### src/design/fha_pkg.sv
// Shared types, widths and codes of the feature histogram accumulator.
package fha_pkg;

  localparam int REQ_W      = 2;
  localparam int FEAT_W     = 6;
  localparam int SAMPLE_W   = 32;
  localparam int SEL_W      = 7;
  localparam int COUNT_W    = 32;
  localparam int RS_W       = 21;
  localparam int BW_W       = 16;
  localparam int DIFF_W     = SAMPLE_W + 1;
  // Bucket numbers inside the block cover up to 1024 buckets.
  localparam int BKT_W      = 10;
  localparam int CFG_IDX_W  = 1;
  localparam int CFG_DATA_W = RS_W;

  localparam logic signed [RS_W-1:0] RANGE_START_RST  = -21'sd2977;
  localparam logic [BW_W-1:0]        BUCKET_WIDTH_RST = 16'd46;

  localparam logic [REQ_W-1:0] REQ_ADD   = 2'd0;
  localparam logic [REQ_W-1:0] REQ_READ  = 2'd1;
  localparam logic [REQ_W-1:0] REQ_CLEAR = 2'd2;

  typedef enum logic [CFG_IDX_W-1:0] {
    CFG_RANGE_START  = 1'b0,
    CFG_BUCKET_WIDTH = 1'b1
  } cfg_reg_e;

  typedef enum logic [1:0] {
    OP_INC,
    OP_READ,
    OP_CLEAR
  } op_e;

  typedef enum logic [1:0] {
    F_IDLE,
    F_CLASS,
    F_DIV,
    F_PUSH
  } front_state_e;

  typedef enum logic [1:0] {
    B_CLEAR,
    B_IDLE,
    B_EXEC
  } back_state_e;

  typedef struct packed {
    op_e               op;
    logic              hit;
    logic [FEAT_W-1:0] feat;
    logic [BKT_W-1:0]  bucket;
    logic              clamped;
  } cmd_t;

endpackage

### src/design/fha_fifo.sv
// Two-entry command queue between the front end and the counter engine.
module fha_fifo (
  input  logic          clk_i,
  input  logic          rst_ni,
  input  logic          push_valid_i,
  output logic          push_ready_o,
  input  fha_pkg::cmd_t push_data_i,
  output logic          pop_valid_o,
  input  logic          pop_ready_i,
  output fha_pkg::cmd_t pop_data_o
);
  import fha_pkg::*;

  cmd_t       entries_q [2];
  logic       wr_ptr_q, rd_ptr_q;
  logic [1:0] count_q;
  logic       push, pop;

  assign push_ready_o = (count_q != 2'd2);
  assign pop_valid_o  = (count_q != 2'd0);
  assign pop_data_o   = entries_q[rd_ptr_q];
  assign push         = push_valid_i && push_ready_o;
  assign pop          = pop_valid_o && pop_ready_i;

  always_ff @(posedge clk_i or negedge rst_ni) begin
    if (!rst_ni) begin
      wr_ptr_q <= 1'b0;
      rd_ptr_q <= 1'b0;
      count_q  <= 2'd0;
    end else begin
      if (push) wr_ptr_q <= !wr_ptr_q;
      if (pop)  rd_ptr_q <= !rd_ptr_q;
      if (push && !pop)      count_q <= count_q + 2'd1;
      else if (pop && !push) count_q <= count_q - 2'd1;
    end
  end

  always_ff @(posedge clk_i) begin
    if (push) entries_q[wr_ptr_q] <= push_data_i;
  end

endmodule

### config.mk
export PLATFORM = sky130hd
export DESIGN_NAME = fha_fifo
export DESIGN_NICKNAME = d
export VERILOG_FILES = /design/src/design/fha_pkg.sv /design/src/design/fha_fifo.sv
export SDC_FILE = /design/constraint.sdc
export NUM_CORES = 1
export LEC_CHECK = 0
export ABC_AREA = 1
export BUFFER_PORTS_ARGS = -buffer_cell sky130_fd_sc_hd__buf_2
export CORE_MARGIN = 2
export CORE_UTILIZATION = 50
export DETAILED_ROUTE_END_ITERATION = 16
export PLACE_DENSITY = 0.88
export SLEW_MARGIN = 20
export SYNTH_ARGS = -nofsm -noshare
export SYNTH_HDL_FRONTEND = slang
export SYNTH_SLANG_ARGS = --single-unit
export TNS_END_PERCENT = 30
### constraint.sdc
create_clock -name clk_i -period 2.95 [get_ports clk_i]
set_input_delay 0.295 -clock clk_i [delete_from_list [all_inputs] [get_ports clk_i]]
set_output_delay 0.295 -clock clk_i [all_outputs]
set_load 0.1 [all_outputs]
==> results_dict.tcl, run 1 <==
set metrics [dict create \
    end_kind "primary output" \
    finalHoldViolCount 0 \
    crit_top_cell "nand2_1" \
    initial_core_util_pct 51.7 \
    cts.clk_slew.worst_paths_ns 0.12 \
    cp_top_family "buffers and inverters" \
    gp_congestion 0.744 \
    seqCellArea_mm2 0.00130 \
    clk_latency_ns 0.35 \
    drive_gt1_share_pct 34.8 \
    grt_max_degree 22 \
    cts_tree "built" \
    r2r_start "count_q[0]" \
    overflow 0 \
    dr.pass1.iters 4 \
    drv_cap 0 \
    dp_slack_ns 1.17 \
    die_width_um 62.5 \
    slew_headroom_pct 32.5 \
    antenna_found_initial 0 \
    insertedDiodeCount 0 \
    synth.net_count 158 \
    cp-startpoint "rd_ptr_q" \
    ys_ff_latch 44 \
    cts_max_level 2 \
    worst_slew_pin_slew_ns 1.01 \
    status "completed" \
    critPathMaxFanout 21 \
    syn-instance-count 133 \
    grtUsageTotal_pct 15.6 \
    crit_buf_inv 2 \
    start_kind "flip-flop" \
    io_buffers 45 \
    setup-tns-final_ns 0 \
    rsz0062_at_grt "false" \
    drc 0 \
    worstPathRequired_ns 2.65 \
    criticalPathCategory "flip-flop to primary output" \
    cp_data_arrival_time_ns 1.80 \
    critical-path-max-stage-delay_ns 0.52 \
    synth.avg_cell_area_um2 12.9 \
    clkSinkCount 44 \
    postRouteAntennaNets 0 \
    grt_pass1_wl_um 4440 \
    vias_per_cell 4.65 \
    num_rows 21 \
    fin_crit_sh_pct 71.0 \
    synth_cell_types 15 \
    cts_resized 0 \
    first_global_vias 1002 \
    numCtsBuffers 5 \
    dieHeight_um 62.5 \
    fp.coreArea_mm2 0.00331 \
    final-max-slew-violation-count 0 \
    clock-root-buffer "clkbuf_4" \
    finalCriticalPeriod_ns 2.09 \
    post-dp-hpwl_um 1800 \
    clock_skew_ns 0.00598 \
    post_cts_buffers 0 \
    io_pins 46 \
    nNetsFinal 208 \
    cp_slowest_cell "dfrtp_1" \
    dieArea_mm2 0.00391 \
    area_delta_synth_final_pct 20.1 \
    synth-seq-area-share_pct 76.0 \
    yosysWarnings 0 \
    synth_area_mm2 0.00171 \
    multi_input_area_um2 349 \
    nFillCells 280 \
    max_freq_mhz 478 \
    num_vias 1070 \
    wl_um 2650 \
    clk_path_buf_depth 2 \
    hold_class "primary input to flip-flop" \
    drt_iter0_drc 35 \
    worst_slack_ns 0.857 \
    path_cells "inv_2, nand2_1, nand2_1, buf_2" \
    hp-start "push_data_i[12]" \
    setup_viol 0 \
    routedWlPerCell_um 11.5 \
]
==> logic make-up after synthesis <==
logic type               share of synthesized area, %
XOR/XNOR                                         1.46
adder cells (fa/ha/maj)                         0.730
buffers and inverters                            3.94
flip-flops                                       76.0
AND/OR/NAND/NOR                                  17.9
==> state kept, by name, summed over array words and instances, names as in the netlist <==
signal / flops
wr_ptr_q: 1
rd_ptr_q: 1
count_q: 2
entries_q: 40
==> placed cells by master, fill, tap and decap left out <==
master,synthesis,routed
nand2_1,66,66
buf_2,0,45
dlygate4sd3_1,0,1
nand3_1,2,2
nand2_2,2,2
edfxtp_1,40,40
clkbuf_4,0,5
buf_4,1,1
inv_2,3,3
nand2_4,2,2
xor2_2,1,1
inv_1,4,4
clkinvlp_4,0,1
dfrtp_1,4,4
xnor2_1,1,1
ha_1,1,1
nor2_2,0,2
nand4_1,1,1
bufinv_16,0,1
clkinv_2,0,1
==> cell type report <==
cell class	instances	share of cell area [%]
Inverter	7	1.28
Multi-Input combinational cell	78	17.0
Clock inverter	3	2.07
Clock buffer	5	1.82
Sequential cell	44	63.3
Tap cell	46	2.80
Timing Repair Buffer	47	11.8
==> path summary, 6_finish.rpt <==
kind,slack [ns],endpoint,cells after the start
worst max-delay path,0.86,pop_data_o[11],4
worst min-delay path,0.12,entries_q[1][12],1
worst max register to register,1.18,entries_q[0][7],4
worst min register to register,0.53,count_q[0],1
max in group asynchronous,2.57,wr_ptr_q,2
min in group asynchronous,0.26,rd_ptr_q,2
==> synth_stat cells (all sizes together) <==
master | count | area share [%]
nand2 | 70 | 17
edfxtp | 40 | 70
inv | 7 | 1.5
buf | 4 | 2.4
dfrtp | 4 | 5.8
nand3 | 2 | 0.58
nor2 | 2 | 0.44
ha | 1 | 0.73
nand4 | 1 | 0.37
xnor2 | 1 | 0.51
xor2 | 1 | 0.95
==> metal layers <==
layer	track usage, %	wire, um	vias to the layer above
met5	0	0	-
met3	6.13	272	7
met1	18.5	1050	471
met2	24.9	1270	54
met4	7.50	53	0
li1	-	-	538
==> worst register-to-register path: stages, from the launching register on <==
cell	delay [ns]
dfrtp_1	0.42
inv_2	0.08
nand2_4	0.07
nand2_4	0.07
nor2_2	0.77
==> what timing repair did <==
action / CTS / global route
hold buffers: 1 / 0
endpoints found under the setup margin: 0 / 0
endpoints found under the hold margin: 4 / 0
==> through the flow <==
| stage | instances | hold WS, ns | area, um^2 | util (%) |
|---|---|---|---|---|
| floorplan | 133 | -0.000591 | 1710 | - |
| global placement | 221 | 0.104 | 1970 | 59.4 |
| detailed placement | 221 | 0.104 | 1970 | 59.4 |
| CTS | 230 | 0.100 | 2060 | 62.1 |
| global route | 230 | 0.0986 | 2060 | 62.1 |
| finish | 230 | 0.124 | 2060 | 62.1 |
Power of run 1 is left out: the tool's default activity adds up to more than one toggle a clock period on the data nets, which glitch-free logic cannot reach.
==> inputs of run 2 (changes only) <==
==> constraint.sdc (replaced) <==
create_clock -name clk_i -period 2.1 [get_ports clk_i]
set_input_delay 0.21 -clock clk_i [delete_from_list [all_inputs] [get_ports clk_i]]
set_output_delay 0.21 -clock clk_i [all_outputs]
set_load 0.1 [all_outputs]
==> run 2 against run 1 <==
Effect of this change: final cell count rose by 0.87%; hold slack got worse by 0.087 ns; die area did not move; clock skew rose by 0.0036 ns; sequential cell count did not move; utilization rose by 9.4 points; sequential share of layout area fell by 8.3 points; wire length rose by 19%; critical endpoint is now pop_data_o[10].
==> results_dict.tcl, run 2 (synthesized netlist as in run 1, its figures left out) <==
set metrics [dict create \
    status "completed" \
    die_width_um 62.5 \
    clock-root-buffer "clkbuf_4" \
    grtUsageTotal_pct 18.1 \
    start_kind "flip-flop" \
    top_register "entries_q" \
    cp-startpoint "rd_ptr_q" \
    r2r_slack_ns 0.66 \
    overflow 0 \
    r2r-end "count_q[1]" \
    drv_cap 0 \
    setup-tns-final_ns 0 \
    dieHeight_um 62.5 \
    ff2ff_path_depth 9 \
    critPathMaxFanout 21 \
    fp.coreArea_mm2 0.00331 \
    area_delta_synth_final_pct 38.3 \
    insertedDiodeCount 0 \
    clock_skew_ns 0.00963 \
    post_cts_buffers 0 \
    clk_latency_ns 0.35 \
    post-dp-hpwl_um 2160 \
    cts_max_level 2 \
    dr.pass1.iters 4 \
    max_freq_mhz 599 \
    slew_headroom_pct 67.8 \
    rsz0062_at_grt "false" \
    numCtsBuffers 5 \
    final-max-slew-violation-count 0 \
    r2r_start "count_q[0]" \
    clkSinkCount 44 \
    placed_cell_area_mm2 0.00228 \
    setup_viol 0 \
    first_global_vias 1151 \
    initial_core_util_pct 51.7 \
    largest_reg_flops 40 \
    cp_data_arrival_time_ns 1.46 \
    final_cell_mix "66 x nand2_1, 40 x edfxtp_1, 25 x buf_2" \
    dp.cells 223 \
    cts.clk_slew.worst_paths_ns 0.12 \
    drt_iter0_drc 46 \
    vias_per_cell 4.83 \
    finalCriticalPeriod_ns 1.67 \
    nNetsFinal 210 \
    endpoint "pop_data_o[10]" \
    fin_cells 232 \
    end_kind "primary output" \
    dieArea_mm2 0.00391 \
    drc 0 \
    num_rows 21 \
    wl_um 3140 \
    hold_class "primary input to flip-flop" \
    num_vias 1121 \
    design_area_mm2 0.00237 \
    antenna_found_initial 0 \
    gp_congestion 0.659 \
    grt_pass1_wl_um 5240 \
    io_buffers 45 \
    fin_crit_sh_pct 79.6 \
    worst_slew_pin_slew_ns 0.487 \
    criticalPathCategory "flip-flop to primary output" \
    largestRegisters "entries_q: 40 flops, count_q: 2 flops" \
    routedWlPerCell_um 13.5 \
    cts_tree "built" \
    postRouteAntennaNets 0 \
    mostFrequentLayoutCell "nand2_1" \
    finalHoldViolCount 0 \
    drive_gt1_share_pct 34.9 \
    worstPathRequired_ns 1.89 \
    clk_path_buf_depth 2 \
    grt_max_degree 22 \
    io_pins 46 \
]
run 2: cell types whose count changed in the layout (fill, tap and decap cells not counted), sizes merged:
cell / delta
clkbuf: +1
buf: +2
clkinvlp: -1
run 2: layer usage:
metal | global-route usage, % | routed length (um) | up-vias | share of wire (%)
li1 | - | - | 539 | -
met1 | 20.3 | 1260 | 522 | 40
met2 | 30.8 | 1580 | 54 | 50
met3 | 7.39 | 238 | 6 | 7.6
met4 | 7.50 | 58 | 0 | 1.8
met5 | 0 | 0 | - | 0
run 2: how the worst min path moves through the flow:
| stage | from | cells past startpoint | endpoint | slack [ns] |
|---|---|---|---|---|
| finish | push_data_i[0] | 1 | entries_q[1][0] | 0.04 |
| global route | push_data_i[0] | 1 | entries_q[1][0] | 0.003 |
| CTS | push_data_i[15] | 1 | entries_q[1][15] | 0.02 |
| detailed placement | rst_ni | 1 | rd_ptr_q | 0.03 |
| global placement | rst_ni | 1 | count_q[0] | 0.02 |
| floorplan | rst_ni | 0 | count_q[0] | -0.09 |
run 2: area by class of cell:
| type | count | area, um^2 |
|---|---|---|
| timing repair buffer | 49 | 558 |
| tap | 46 | 57.6 |
| clock inverter | 2 | 35.0 |
| sequential | 44 | 1300 |
| multi-input combinational | 78 | 349 |
| fill | 232 | 942 |
| clock buffer | 6 | 41.3 |
| inverter | 7 | 26.3 |
run 2: timing repair:
item,in CTS,in global routing
resized for setup,0,0
endpoints found under the hold margin,4,0
hold buffers,1,0
run 2: critical path, stage by stage, from the launching register on:
cell	delay, ns
dfrtp_1	0.41
inv_2	0.29
nand2_1	0.10
nand2_1	0.13
buf_12	0.18
run 2: metrics by stage:
stage	util, %	setup slack [ns]	hold WS [ns]
after floorplan	-	0.0252	-0.0856
after global placement	68.9	0.768	0.0211
after detailed placement	68.9	0.675	0.0252
after CTS	71.5	0.388	0.0176
after global routing	71.5	0.284	0.00284
final	71.5	0.429	0.0370
Power of run 2 is left out for the same reason.
==> inputs of run 3 (changes only) <==
--- a/config.mk
+++ b/config.mk
@@ -5,12 +5,12 @@
 export SDC_FILE = /design/constraint.sdc
 export NUM_CORES = 1
 export LEC_CHECK = 0
-export ABC_AREA = 1
+export ABC_AREA = 0
 export BUFFER_PORTS_ARGS = -buffer_cell sky130_fd_sc_hd__buf_2
 export CORE_MARGIN = 2
-export CORE_UTILIZATION = 50
+export CORE_UTILIZATION = 46
 export DETAILED_ROUTE_END_ITERATION = 16
-export PLACE_DENSITY = 0.88
+export PLACE_DENSITY = 0.86
 export SLEW_MARGIN = 20
 export SYNTH_ARGS = -nofsm -noshare
 export SYNTH_HDL_FRONTEND = slang
==> constraint.sdc (replaced) <==
create_clock -name clk_i -period 1.5 [get_ports clk_i]
set_input_delay 0.15 -clock clk_i [delete_from_list [all_inputs] [get_ports clk_i]]
set_output_delay 0.15 -clock clk_i [all_outputs]
set_load 0.1 [all_outputs]
==> run 3 against run 2 <==
Effect of this change: the run now ends with setup timing left; die area is 5.3% higher; final cell count fell by 12%; via count down 11%; final area up 12%; non-clock buffer count up 24; global-route usage about the same.
==> results_dict.tcl, run 3 <==
set metrics [dict create \
    final_cell_mix "40 x edfxtp_1, 23 x buf_2, 21 x dlygate4sd3_1, 21 x buf_12, 11 x mux2_4" \
    clk_latency_ns 0.35 \
    crit_buf_inv 2 \
    synth_area_mm2 0.00167 \
    antenna_found_initial 0 \
    fp.coreArea_mm2 0.00342 \
    dieHeight_um 64.2 \
    grt_pass1_wl_um 5420 \
    synth.avg_cell_area_um2 20.8 \
    dp.cells 175 \
    nFillCells 189 \
    critPathMaxFanout 12 \
    routedWlPerCell_um 17.2 \
    synth_top_area_share_pct 72.1 \
    setup_viol 20 \
    insertedDiodeCount 0 \
    worstPathRequired_ns 1.35 \
    finalCriticalPeriod_ns 1.64 \
    design_area_mm2 0.00265 \
    violations "setup timing" \
    post-dp-hpwl_um 2150 \
    synth-edff-count 40 \
    clkSinkCount 44 \
    max_freq_mhz 610 \
    start_kind "flip-flop" \
    drt_iter0_drc 22 \
    post-route-util_pct 77.5 \
    num_vias 1003 \
    die_width_um 64.2 \
    mostFrequentLayoutCell "edfxtp_1" \
    dieArea_mm2 0.00412 \
    fin_cells 205 \
    io_pins 46 \
    grt_max_degree 14 \
    gp_congestion 0.642 \
    status "finished, violations left" \
    cts_tree "built" \
    hold_class "primary input to flip-flop" \
    drv_cap 0 \
    numCtsBuffers 5 \
    cp_top_family "flip-flops" \
    largest_reg_flops 40 \
    drive_gt1_share_pct 54.7 \
    rsz0062_at_grt "true" \
    critical-path-max-stage-delay_ns 0.44 \
    ys.flop_type "edfxtp_1" \
    worst_slack_ns -0.140 \
    dr.pass1.iters 4 \
    area_delta_synth_final_pct 58.9 \
    synth.area.top_cells "edfxtp_1 72%, mux2_2 14%, dfrtp_1 6.0%" \
    synth.net_count 105 \
    clock_skew_ns 0.0110 \
    async_flop_share_pct 9.09 \
    nNetsFinal 183 \
    cts_max_level 2 \
    end_kind "primary output" \
    first_global_vias 1137 \
    finalHoldViolCount 0 \
    num_rows 21 \
    largestRegisters "entries_q: 40 flops, count_q: 2 flops" \
    yosysWarnings 0 \
    clk_path_buf_depth 2 \
    synth.most_common_cell "edfxtp_1" \
    synth_cell_types 14 \
    ys_ff_latch 44 \
    initial_core_util_pct 48.8 \
    yosys-top-cells-count "40 x edfxtp_1, 20 x mux2_2, 4 x dfrtp_1, 3 x xnor2_1" \
    worst_slew_pin_slew_ns 0.283 \
    cp_data_arrival_time_ns 1.49 \
    grtUsageTotal_pct 18.1 \
    cts.clk_slew.worst_paths_ns 0.12 \
    io_buffers 45 \
    synth-seq-area-share_pct 78.1 \
    top_register "entries_q" \
    cp_slowest_cell "dfrtp_2" \
    syn-instance-count 80 \
    yosys.area.top_type "edfxtp_1" \
    crit_top_cell "buf_12" \
    path_cells "buf_12, mux2_2, buf_12" \
    drc 0 \
    fin_crit_sh_pct 109 \
    clock-root-buffer "clkbuf_4" \
    postRouteAntennaNets 0 \
    criticalPathCategory "flip-flop to primary output" \
    overflow 0 \
    vias_per_cell 4.89 \
    slew_headroom_pct 81.3 \
    placed_cell_area_mm2 0.00228 \
    wl_um 3530 \
    final-max-slew-violation-count 0 \
]
[run 3: worst paths after layout]
check                      cells after the start         from            end  slack, ns
setup / recovery                               3     rd_ptr_q  pop_data_o[5]      -0.14
hold / removal                                 3  pop_ready_i       rd_ptr_q       0.05
setup reg to reg                               5   count_q[0]     count_q[1]       0.05
hold reg to reg                                1   count_q[0]     count_q[0]       0.56
max in group asynchronous                      2       rst_ni       rd_ptr_q       1.24
min in group asynchronous                      2       rst_ni     count_q[0]       0.13
[run 3: timing repair]
| item | CTS | global route |
|---|---|---|
| pin swaps | 0 | 1 |
| endpoints found under the hold margin | 43 | 0 |
| endpoints found under the setup margin | 22 | 22 |
| hold buffers | 21 | 0 |
| resized for setup | 8 | 12 |
| buffers inserted | 0 | 0 |
| cloned | 0 | 1 |
[run 3: layer usage]
metal / vias to the layer above / GRT usage [%] / share of wire (%)
met5: - / 0 / 0
met4: 0 / 5.59 / 0.42
met3: 4 / 8.80 / 8.6
met2: 47 / 31.9 / 53
met1: 493 / 18.9 / 38
li1: 459 / - / -
[run 3: metrics by stage]
step                hold slack (ns)  setup TNS (ns)  setup WS, ns
finish                       0.0547           -2.33        -0.140
global placement            -0.0423               0         0.135
CTS                          0.0392           -2.57        -0.149
floorplan                    -0.146           -1.79       -0.0464
detailed placement          -0.0397               0        0.0947
global route                 0.0371           -3.55        -0.204
[run 3: cell type report]
class,instances,area [um^2],area share (%)
clock buffer,6,41.3,1.56
clock inverter,2,35.0,1.32
inverter,1,3.75,0.142
multi-input combinational,33,393,14.8
sequential,44,1300,49.2
tap,46,57.6,2.17
timing repair buffer,73,813,30.7
[run 3: kinds of logic after synthesis]
| group | share of synthesized area, % |
|---|---|
| adders and majority gates | 0.751 |
| DFF | 78.1 |
| buffers and inverters | 1.88 |
| muxes | 13.5 |
| and+or+nand+nor | 3.08 |
| xor gates and xnor gates | 2.63 |
[run 3: worst min-delay path, delay by kind of cell]
kind,cells,cell delay (ns)
XOR/XNOR,1,0.05
buffers and inverters,1,0.11
AND/OR/NAND/NOR,1,0.06
Power of run 3 is left out for the same reason.
